File: src/rtl/rwps_pkg.sv
`default_nettype none
// ----------------------------------------------------------------------------
// rwps_pkg
// shared types and constants of the roulette wheel pair select block
// ----------------------------------------------------------------------------
package rwps_pkg;

  localparam int FIT_W    = 24;
  localparam int RAND_W   = 16;
  localparam int IDX_W    = 6;
  localparam int POP_W    = 7;
  localparam int STATUS_W = 2;

  // smallest population the wheel works on
  localparam int MIN_POP = 2;

  localparam logic [POP_W-1:0] POP_RESET = 7'd64;

  // command codes
  localparam logic CMD_LOAD   = 1'b0;
  localparam logic CMD_SELECT = 1'b1;

  // result status codes
  localparam logic [STATUS_W-1:0] ST_WHEEL    = 2'd0;
  localparam logic [STATUS_W-1:0] ST_FALLBACK = 2'd1;
  localparam logic [STATUS_W-1:0] ST_REJECT   = 2'd2;

  // register index, taken from the word address
  localparam logic [0:0] REG_POP_SIZE = 1'b0;

  // controller to datapath commands
  typedef struct packed {
    logic             load;       // write fitness entry
    logic             start_sel;  // clear sums, capture randoms
    logic             reject;     // equal randoms, give reject word
    logic             acc;        // read data valid in sum pass
    logic             mul;        // scale randoms by the sum
    logic             scan;       // read data valid in scan pass
    logic [IDX_W-1:0] scan_idx;   // entry under test in scan pass
    logic [IDX_W-1:0] n_low;      // effective population, low bits
    logic             finish;     // format the result word
  } dp_ctl_t;

endpackage
`default_nettype wire

File: src/rtl/rwps_ram.sv
`default_nettype none
// ----------------------------------------------------------------------------
// rwps_ram
// generic single write port ram with registered read
// ----------------------------------------------------------------------------
module rwps_ram #(
  parameter int WIDTH = 24,
  parameter int DEPTH = 64
) (
  input  wire logic                     clk,
  input  wire logic                     we,
  input  wire logic [$clog2(DEPTH)-1:0] waddr,
  input  wire logic [WIDTH-1:0]         wdata,
  input  wire logic [$clog2(DEPTH)-1:0] raddr,
  output logic      [WIDTH-1:0]         rdata
);

  logic [WIDTH-1:0] mem [DEPTH];

  always_ff @(posedge clk) begin
    if (we) begin
      mem[waddr] <= wdata;
    end
    rdata <= mem[raddr];
  end

endmodule
`default_nettype wire

File: src/rtl/rwps_ctrl.sv
`default_nettype none
// ----------------------------------------------------------------------------
// rwps_ctrl
// sequencer for the sum pass and the scan pass over the fitness store
// ----------------------------------------------------------------------------
module rwps_ctrl #(
  parameter int MAX_POP = 64
) (
  input  wire logic                          clk,
  input  wire logic                          rst,
  input  wire logic                          start,
  input  wire logic                          cmd,
  input  wire logic                          rand_eq,
  input  wire logic [rwps_pkg::POP_W-1:0]    pop_size,
  output logic                               busy,
  output logic      [$clog2(MAX_POP)-1:0]    rd_addr,
  output rwps_pkg::dp_ctl_t                  ctl
);

  localparam int AW = $clog2(MAX_POP);
  localparam int CW = $clog2(MAX_POP + 1);

  localparam logic [2:0] S_IDLE  = 3'd0;
  localparam logic [2:0] S_SUM   = 3'd1;
  localparam logic [2:0] S_SUMW  = 3'd2;
  localparam logic [2:0] S_MUL   = 3'd3;
  localparam logic [2:0] S_SCAN  = 3'd4;
  localparam logic [2:0] S_SCANW = 3'd5;
  localparam logic [2:0] S_OUT   = 3'd6;

  logic [2:0]                 state, state_next;
  logic [CW-1:0]              cnt, cnt_next;
  logic [CW-1:0]              n, n_next;
  logic                       acc_q;
  logic                       scan_q;
  logic [rwps_pkg::IDX_W-1:0] scan_idx;
  logic                       accept;
  logic                       last;
  logic [CW-1:0]              n_eff;

  assign busy   = (state != S_IDLE);
  assign accept = start && !busy;
  assign last   = (cnt == CW'(n - CW'(1)));

  // clamp the population register into the supported range
  always_comb begin
    if (32'(pop_size) < rwps_pkg::MIN_POP) begin
      n_eff = CW'(rwps_pkg::MIN_POP);
    end else if (32'(pop_size) > MAX_POP) begin
      n_eff = CW'(MAX_POP);
    end else begin
      n_eff = CW'(pop_size);
    end
  end

  always_comb begin
    state_next = state;
    cnt_next   = cnt;
    n_next     = n;
    case (state)
      S_IDLE: begin
        if (accept && cmd == rwps_pkg::CMD_SELECT && !rand_eq) begin
          state_next = S_SUM;
          cnt_next   = '0;
          n_next     = n_eff;
        end
      end
      S_SUM: begin
        if (last) begin
          state_next = S_SUMW;
        end else begin
          cnt_next = cnt + CW'(1);
        end
      end
      S_SUMW: begin
        state_next = S_MUL;
      end
      S_MUL: begin
        state_next = S_SCAN;
        cnt_next   = '0;
      end
      S_SCAN: begin
        if (last) begin
          state_next = S_SCANW;
        end else begin
          cnt_next = cnt + CW'(1);
        end
      end
      S_SCANW: begin
        state_next = S_OUT;
      end
      S_OUT: begin
        state_next = S_IDLE;
      end
      default: begin
        state_next = S_IDLE;
      end
    endcase
  end

  always_ff @(posedge clk) begin
    if (rst) begin
      state  <= S_IDLE;
      cnt    <= '0;
      n      <= CW'(MAX_POP);
      acc_q  <= 1'b0;
      scan_q <= 1'b0;
    end else begin
      state  <= state_next;
      cnt    <= cnt_next;
      n      <= n_next;
      acc_q  <= (state == S_SUM);
      scan_q <= (state == S_SCAN);
    end
  end

  // index of the entry whose data arrives next cycle
  always_ff @(posedge clk) begin
    scan_idx <= rwps_pkg::IDX_W'(cnt);
  end

  assign rd_addr = cnt[AW-1:0];

  always_comb begin
    ctl           = '0;
    ctl.load      = accept && cmd == rwps_pkg::CMD_LOAD;
    ctl.start_sel = accept && cmd == rwps_pkg::CMD_SELECT && !rand_eq;
    ctl.reject    = accept && cmd == rwps_pkg::CMD_SELECT && rand_eq;
    ctl.acc       = acc_q;
    ctl.mul       = (state == S_MUL);
    ctl.scan      = scan_q;
    ctl.scan_idx  = scan_idx;
    ctl.n_low     = rwps_pkg::IDX_W'(n);
    ctl.finish    = (state == S_OUT);
  end

  a_cnt_in_range: assert property (@(posedge clk) disable iff (rst)
    (state == S_SUM || state == S_SCAN) |-> (cnt < n))
    else $error("address counter ran past population");

endmodule
`default_nettype wire

File: src/rtl/rwps_dp.sv
`default_nettype none
// ----------------------------------------------------------------------------
// rwps_dp
// fitness store, sum accumulator, scaled randoms and pick registers
// ----------------------------------------------------------------------------
module rwps_dp #(
  parameter int MAX_POP = 64
) (
  input  wire logic                             clk,
  input  wire logic                             rst,
  input  wire rwps_pkg::dp_ctl_t                ctl,
  input  wire logic [$clog2(MAX_POP)-1:0]       rd_addr,
  input  wire logic [rwps_pkg::IDX_W-1:0]       index,
  input  wire logic [rwps_pkg::FIT_W-1:0]       fitness,
  input  wire logic [rwps_pkg::RAND_W-1:0]      rand_a,
  input  wire logic [rwps_pkg::RAND_W-1:0]      rand_b,
  output logic                                  rand_eq,
  output logic                                  done,
  output logic      [rwps_pkg::IDX_W-1:0]       first_parent,
  output logic      [rwps_pkg::IDX_W-1:0]       second_parent,
  output logic      [rwps_pkg::STATUS_W-1:0]    status
);

  localparam int AW = $clog2(MAX_POP);
  localparam int SW = rwps_pkg::FIT_W + $clog2(MAX_POP);
  localparam int PW = SW + rwps_pkg::RAND_W;

  logic [rwps_pkg::FIT_W-1:0]  rd_data;
  logic                        we;
  logic [rwps_pkg::RAND_W-1:0] ra, rb;
  logic [SW-1:0]               sum;
  logic [SW-1:0]               cum;
  logic [SW-1:0]               cum_hi;
  logic [PW-1:0]               sa, sb;
  logic [PW-1:0]               lo_s, hi_s;
  logic                        a_hit, b_hit;
  logic [1:0]                  count;
  logic [rwps_pkg::IDX_W-1:0]  pick0, pick1;

  assign rand_eq = (rand_a == rand_b);
  assign we      = ctl.load && (32'(index) < MAX_POP);

  rwps_ram #(
    .WIDTH (rwps_pkg::FIT_W),
    .DEPTH (MAX_POP)
  ) u_store (
    .clk   (clk),
    .we    (we),
    .waddr (AW'(index)),
    .wdata (fitness),
    .raddr (rd_addr),
    .rdata (rd_data)
  );

  // interval test: r*S strictly between cum<<16 and (cum+f)<<16
  assign cum_hi = cum + SW'(rd_data);
  assign lo_s   = {cum, {rwps_pkg::RAND_W{1'b0}}};
  assign hi_s   = {cum_hi, {rwps_pkg::RAND_W{1'b0}}};
  assign a_hit  = (sa > lo_s) && (sa < hi_s);
  assign b_hit  = (sb > lo_s) && (sb < hi_s);

  always_ff @(posedge clk) begin
    if (ctl.start_sel) begin
      ra  <= rand_a;
      rb  <= rand_b;
      sum <= '0;
      cum <= '0;
    end else begin
      if (ctl.acc) begin
        sum <= sum + SW'(rd_data);
      end
      if (ctl.scan) begin
        cum <= cum_hi;
      end
    end
    if (ctl.mul) begin
      sa <= PW'(ra) * PW'(sum);
      sb <= PW'(rb) * PW'(sum);
    end
  end

  // picks in push order, rand_a before rand_b within one entry
  always_ff @(posedge clk) begin
    if (rst) begin
      count <= 2'd0;
    end else if (ctl.start_sel) begin
      count <= 2'd0;
    end else if (ctl.scan) begin
      case (count)
        2'd0: begin
          if (a_hit && b_hit) begin
            count <= 2'd2;
          end else if (a_hit || b_hit) begin
            count <= 2'd1;
          end
        end
        2'd1: begin
          if (a_hit || b_hit) begin
            count <= 2'd2;
          end
        end
        default: begin
          count <= count;
        end
      endcase
    end
  end

  always_ff @(posedge clk) begin
    if (ctl.scan) begin
      if (count == 2'd0 && (a_hit || b_hit)) begin
        pick0 <= ctl.scan_idx;
      end
      if ((count == 2'd0 && a_hit && b_hit) || (count == 2'd1 && (a_hit || b_hit))) begin
        pick1 <= ctl.scan_idx;
      end
    end
  end

  always_ff @(posedge clk) begin
    if (rst) begin
      done <= 1'b0;
    end else begin
      done <= ctl.finish || ctl.reject;
    end
  end

  always_ff @(posedge clk) begin
    if (ctl.reject) begin
      first_parent  <= '0;
      second_parent <= '0;
      status        <= rwps_pkg::ST_REJECT;
    end else if (ctl.finish) begin
      status        <= (count == 2'd2) ? rwps_pkg::ST_WHEEL : rwps_pkg::ST_FALLBACK;
      first_parent  <= (count == 2'd0) ? ctl.n_low - rwps_pkg::IDX_W'(rwps_pkg::MIN_POP)
                                       : pick0;
      second_parent <= (count == 2'd2) ? pick1 : ctl.n_low - rwps_pkg::IDX_W'(1);
    end
  end

endmodule
`default_nettype wire

File: src/rtl/roulette_wheel_pair_select.sv
`default_nettype none
// ----------------------------------------------------------------------------
// roulette_wheel_pair_select
// fitness-proportional selection of two parents from a stored population
// ----------------------------------------------------------------------------
// load word: accepted while idle, no result, busy stays low
// select word: busy for a sum pass and a scan pass over N entries (N = clamped
//   pop_size), done strobe in the cycle after busy ends; both passes go through
//   the single read port of the fitness store, one entry per cycle in each
//   pass, and no new word is taken while busy
// select with equal randoms: reject result in the cycle after accept, no busy time
// reset: controller idle, pop_size back to 64; the fitness store is not cleared
// results are shown for exactly one cycle, the receiver cannot stall
module roulette_wheel_pair_select #(
  parameter int MAX_POP = 64
) (
  input  wire logic                              clk,
  input  wire logic                              rst,
  // command side
  input  wire logic                              start,
  output logic                                   busy,
  input  wire logic                              cmd,
  input  wire logic [rwps_pkg::IDX_W-1:0]        index,
  input  wire logic [rwps_pkg::FIT_W-1:0]        fitness,
  input  wire logic [rwps_pkg::RAND_W-1:0]       rand_a,
  input  wire logic [rwps_pkg::RAND_W-1:0]       rand_b,
  // result side
  output logic                                   done,
  output logic      [rwps_pkg::IDX_W-1:0]        first_parent,
  output logic      [rwps_pkg::IDX_W-1:0]        second_parent,
  output logic      [rwps_pkg::STATUS_W-1:0]     status,
  // register port
  input  wire logic                              psel,
  input  wire logic                              penable,
  input  wire logic                              pwrite,
  input  wire logic [2:0]                        paddr,
  input  wire logic [31:0]                       pwdata,
  output logic      [31:0]                       prdata,
  output logic                                   pready
);

  localparam int AW = $clog2(MAX_POP);

  logic [rwps_pkg::POP_W-1:0] pop_size;
  logic                       reg_wr;
  logic                       rand_eq;
  logic [AW-1:0]              rd_addr;
  rwps_pkg::dp_ctl_t          ctl;

  // register file: pop_size only, word address in paddr[2]
  assign pready = 1'b1;
  assign reg_wr = psel && penable && pwrite && pready;

  always_ff @(posedge clk) begin
    if (rst) begin
      pop_size <= rwps_pkg::POP_RESET;
    end else if (reg_wr && paddr[2:2] == rwps_pkg::REG_POP_SIZE) begin
      pop_size <= pwdata[rwps_pkg::POP_W-1:0];
    end
  end

  assign prdata = (paddr[2:2] == rwps_pkg::REG_POP_SIZE) ? 32'(pop_size) : 32'd0;

  // sequencer: walks the store twice, first to sum then to scan intervals
  rwps_ctrl #(
    .MAX_POP (MAX_POP)
  ) u_ctrl (
    .clk      (clk),
    .rst      (rst),
    .start    (start),
    .cmd      (cmd),
    .rand_eq  (rand_eq),
    .pop_size (pop_size),
    .busy     (busy),
    .rd_addr  (rd_addr),
    .ctl      (ctl)
  );

  // datapath: store, accumulator, scaled randoms, picks and result word
  rwps_dp #(
    .MAX_POP (MAX_POP)
  ) u_dp (
    .clk           (clk),
    .rst           (rst),
    .ctl           (ctl),
    .rd_addr       (rd_addr),
    .index         (index),
    .fitness       (fitness),
    .rand_a        (rand_a),
    .rand_b        (rand_b),
    .rand_eq       (rand_eq),
    .done          (done),
    .first_parent  (first_parent),
    .second_parent (second_parent),
    .status        (status)
  );

  // a result word only appears once the sequencer is back in idle
  a_done_idle: assert property (@(posedge clk) disable iff (rst)
    done |-> !busy)
    else $error("result word while busy");

  // a rejected select carries zero parents
  a_reject_zero: assert property (@(posedge clk) disable iff (rst)
    (done && status == rwps_pkg::ST_REJECT) |-> (first_parent == '0 && second_parent == '0))
    else $error("reject word with nonzero parents");

  // only an accepted select starts the passes
  a_busy_cause: assert property (@(posedge clk) disable iff (rst)
    $rose(busy) |-> $past(start && cmd == rwps_pkg::CMD_SELECT))
    else $error("busy without a select word");

  a_status_code: assert property (@(posedge clk) disable iff (rst)
    done |-> (status == rwps_pkg::ST_WHEEL || status == rwps_pkg::ST_FALLBACK ||
              status == rwps_pkg::ST_REJECT))
    else $error("undefined status code");

endmodule
`default_nettype wire

File: config.mk
export PLATFORM = sky130hd
export DESIGN_NAME = roulette_wheel_pair_select
export DESIGN_NICKNAME = d
export VERILOG_FILES = /design/src/rtl/rwps_pkg.sv /design/src/rtl/rwps_ram.sv /design/src/rtl/rwps_ctrl.sv /design/src/rtl/rwps_dp.sv /design/src/rtl/roulette_wheel_pair_select.sv
export SDC_FILE = /design/constraint.sdc
export NUM_CORES = 2
export LEC_CHECK = 0
export ABC_AREA = 1
export BUFFER_PORTS_ARGS = -buffer_cell sky130_fd_sc_hd__clkbuf_2
export CAP_MARGIN = 5
export CORE_MARGIN = 3
export CORE_UTILIZATION = 50
export CTS_CLUSTER_SIZE = 20
export DETAILED_ROUTE_END_ITERATION = 8
export PLACE_DENSITY = 0.66
export SETUP_SLACK_MARGIN = 0.02
export SYNTH_ARGS = -nofsm -noshare
export SYNTH_HDL_FRONTEND = slang
export SYNTH_SLANG_ARGS = --single-unit
File: constraint.sdc
create_clock -name clk -period 6.5 [get_ports clk]
set_input_delay 1.3 -clock clk [delete_from_list [all_inputs] [get_ports clk]]
set_output_delay 1.3 -clock clk [all_outputs]
set_load 0.005 [all_outputs]
==> run_results.csv <==
group,metric,value,unit
cts,cts-root-buf,"clkbuf_16",
yosys,syn-cell-area,107300,µm²
cts,cts.path.max_buffers,3,
die,chipWidth,469.2,µm
timing,hold_violations,0,
placement,gp_congestion,0.9426,
timing,fmax,0.1618,GHz
die,die_y,469.2,µm
drt,wl_per_cell,22.49,µm
drt,vias,76694,
setup_path,arrival,6770,ps
timing,fin_worst_skew,80.84,ps
placement,port_buffers,99,
grt,grt_pass1_vias,78099,
yosys,avgSynthCellArea,10.21,µm²
grt,grt.overflow.total,0,
cts,cts_buffers,180,
final_layout,final_util,0.5534,
yosys,ys_seq_elements,1805,
die,ios,153,
grt,grt_antenna_before_repair,10,
hold_path,min_path_type,"reg2reg",
run,drv_cap,0,
die,start_util,0.5044,
yosys,synthCells,10506,
timing,setup_viol,0,
drt,route.detailed.drc,0,
drt,initialDrtViolationCount,7573,
die,row_count,169,
setup_path,cp.required,7090,ps
timing,tightestPinTransition,1161,ps
cts,htreeDepth,4,
setup_path,critical_path_class,"reg2reg",
cts,clk_pin_slew,60,ps
die,dieArea,220200,µm²
final_layout,syn_to_final_growth,9.715,%
drt,dr.pass1.iters,6,
timing,fin_crit_sh,0.9509,
final_layout,nets,11787,
final_layout,drive_above_1_share,0.06935,
status,status,"complete, no violations",
drt,drtAntennaViolNets,0,
placement,post-dp-hpwl,199000,µm
cts,clk_latency,850,ps
setup_path,critical_path.max_fanout,12,
yosys,synth_edf_count,1672,
yosys,ys_seq_area_frac,0.4928,
grt,grt_max_degree,293,
setup_path,worstSetupEndpointType,"flip-flop",
yosys,synth_cell_types,59,
yosys,synth.yosys.warnings,0,
cts,cts_tree,"done",
die,core_area,212700,µm²
cts,cts.sinks,1805,
timing,max-slew-margin-rel,0.2239,
timing,rsz0062_at_grt,"no",
timing,fin_crit,6181,ps
drt,vias_per_cell,5.695,
timing,setup_tns,0,ps
drt,wl,302900,µm
yosys,synth_ff_type,"edfxtp_1",
yosys,async_flop_share,0,
grt,grt_use_total,0.2735,
setup_path,crit_path_start_kind,"flip-flop",
timing,drv_slew,0,
grt,grt_pass1_wl,463600,µm
[cells in the final DEF, fill, tap and decap left out, types with 6 or more instances in the layout]
cell	instances
a21boi_0	7
a21o_1	25
bufinv_16	17
o21ai_1	25
o21ai_0	897
inv_1	1569
nand4_1	77
ha_1	406
nand2_1	1801
o21a_1	10
clkinv_2	29
fa_1	782
nor2_2	66
and2_1	6
buf_4	213
nand3_1	295
dfxtp_1	128
o22ai_1	231
xnor2_1	50
o221ai_1	163
buf_12	58
nor3_1	28
clkinv_1	42
conb_1	26
clkbuf_1	36
o211ai_1	44
nor4_1	15
edfxtp_1	1672
clkbuf_16	183
or2_2	8
a21oi_1	307
xor2_1	89
nor2_1	1114
clkbuf_2	99
a31oi_1	21
o21bai_1	14
clkinv_16	12
[routing by layer]
| layer | global-route usage | vias to the layer above | part of all wire |
|---|---|---|---|
| met5 | 0 | - | 0.000079 |
| li1 | - | 34655 | - |
| met3 | 0.04333 | 650 | 0.079 |
| met1 | 0.3554 | 38089 | 0.39 |
| met2 | 0.4562 | 3296 | 0.48 |
| met4 | 0.1191 | 4 | 0.046 |
[layout make-up]
| type | count | area [µm²] |
|---|---|---|
| Antenna cell | 3 | 7.507 |
| Clock buffer | 220 | 4728 |
| Clock inverter | 109 | 1280 |
| Fill cell | 18210 | 95010 |
| Inverter | 1579 | 5966 |
| Multi-Input combinational cell | 6559 | 46060 |
| Sequential cell | 1805 | 52880 |
| Tap cell | 2821 | 3530 |
| Timing Repair Buffer | 370 | 3256 |
[logic make-up (layout without fill, tap and decap cells)]
group / after synthesis / after routing / share of synthesized area
AND/OR/NAND/NOR: 3434 / 3434 / 0.1274
buffers and inverters: 2166 / 2278 / 0.08049
flip-flops: 1805 / 1805 / 0.4928
AO/OA/AOI/OAI: 1771 / 1771 / 0.09452
adder cells (fa/ha/maj): 1188 / 1188 / 0.1933
XOR/XNOR: 140 / 140 / 0.01143
other: 2 / 29 / 0.00007000
[final timing paths]
path                                          from            end  slack [ps]  cells past startpoint
worst min register to register  u_ctrl.scan_idx[0]  u_dp.pick1[0]         430                      0
worst max-delay path                   u_dp.sum[0]    u_dp.sb[30]         320                     21
worst min-delay path            u_ctrl.scan_idx[0]  u_dp.pick1[0]         430                      0
worst max register to register         u_dp.sum[0]    u_dp.sb[30]         320                     21
[cell usage after synthesis, drive strengths merged, types with 11 or more instances]
master  instances  area, µm²
nand4          77      481.7
dfxtp         133       2663
clkbuf        414       1554
a21o           26      196.4
o22ai         231       1445
nand3         297       1511
edfxtp       1672      50210
xnor2          50      437.9
nor4           17      118.9
fa            782      15660
o21bai         14      105.1
o221ai        163       1428
ha            406       5080
a31oi          21      131.4
o21ai         927       4658
a21oi         309       1554
buf           173       1150
xor2           90      788.3
o211ai         45      342.8
nor3           29      150.1
inv          1577       5924
nor2         1185       4471
nand2        1804       6779
or2            11      68.82
[registers in the layout, indices dropped and copies added (netlist names), 7 cells and up]
register,count
u_dp.rb,16
u_dp.cum,30
u_dp.u_store.rdata,24
u_dp.ra,16
pop_size,7
u_dp.sa,46
u_dp.sum,30
u_ctrl.n,7
u_dp.sb,46
u_dp.u_store.mem,1536
u_ctrl.cnt,7
[critical path: stages (launching register included)]
cell and delay (ps):
dfxtp_1 790, buf_4 260, buf_4 220, nand2_1 100
fa_1 360, inv_1 80, fa_1 440, ha_1 190
inv_1 70, fa_1 430, fa_1 550, inv_1 50
fa_1 440, ha_1 360, nand2_1 190, nor2_1 320
nand2_1 120, o211ai_2 160, a21oi_1 160, o21ai_1 250
a21oi_1 120, xnor2_1 260
[stage by stage]
step                      worst slack [ps]  hold slack (ps)  instance area (µm²)  instances
after global placement               225.8            409.6               111500      13122
after global routing                 30.67            432.7               117700      13464
after floorplan                      839.3            325.8               107400      10530
after CTS                            175.8            430.6               117500      13451
final                                319.0            428.3               117700      13466
after detailed placement             197.3            411.7               111500      13122
[repair_timing]
action	in CTS	in global routing
setup buffers	0	12
hold buffers	0	0
gates resized for setup	0	5
endpoints found under the setup margin	0	25
Power is left out: the tool's default activity adds up to more than one toggle a clock period on the data nets, which glitch-free logic cannot reach.
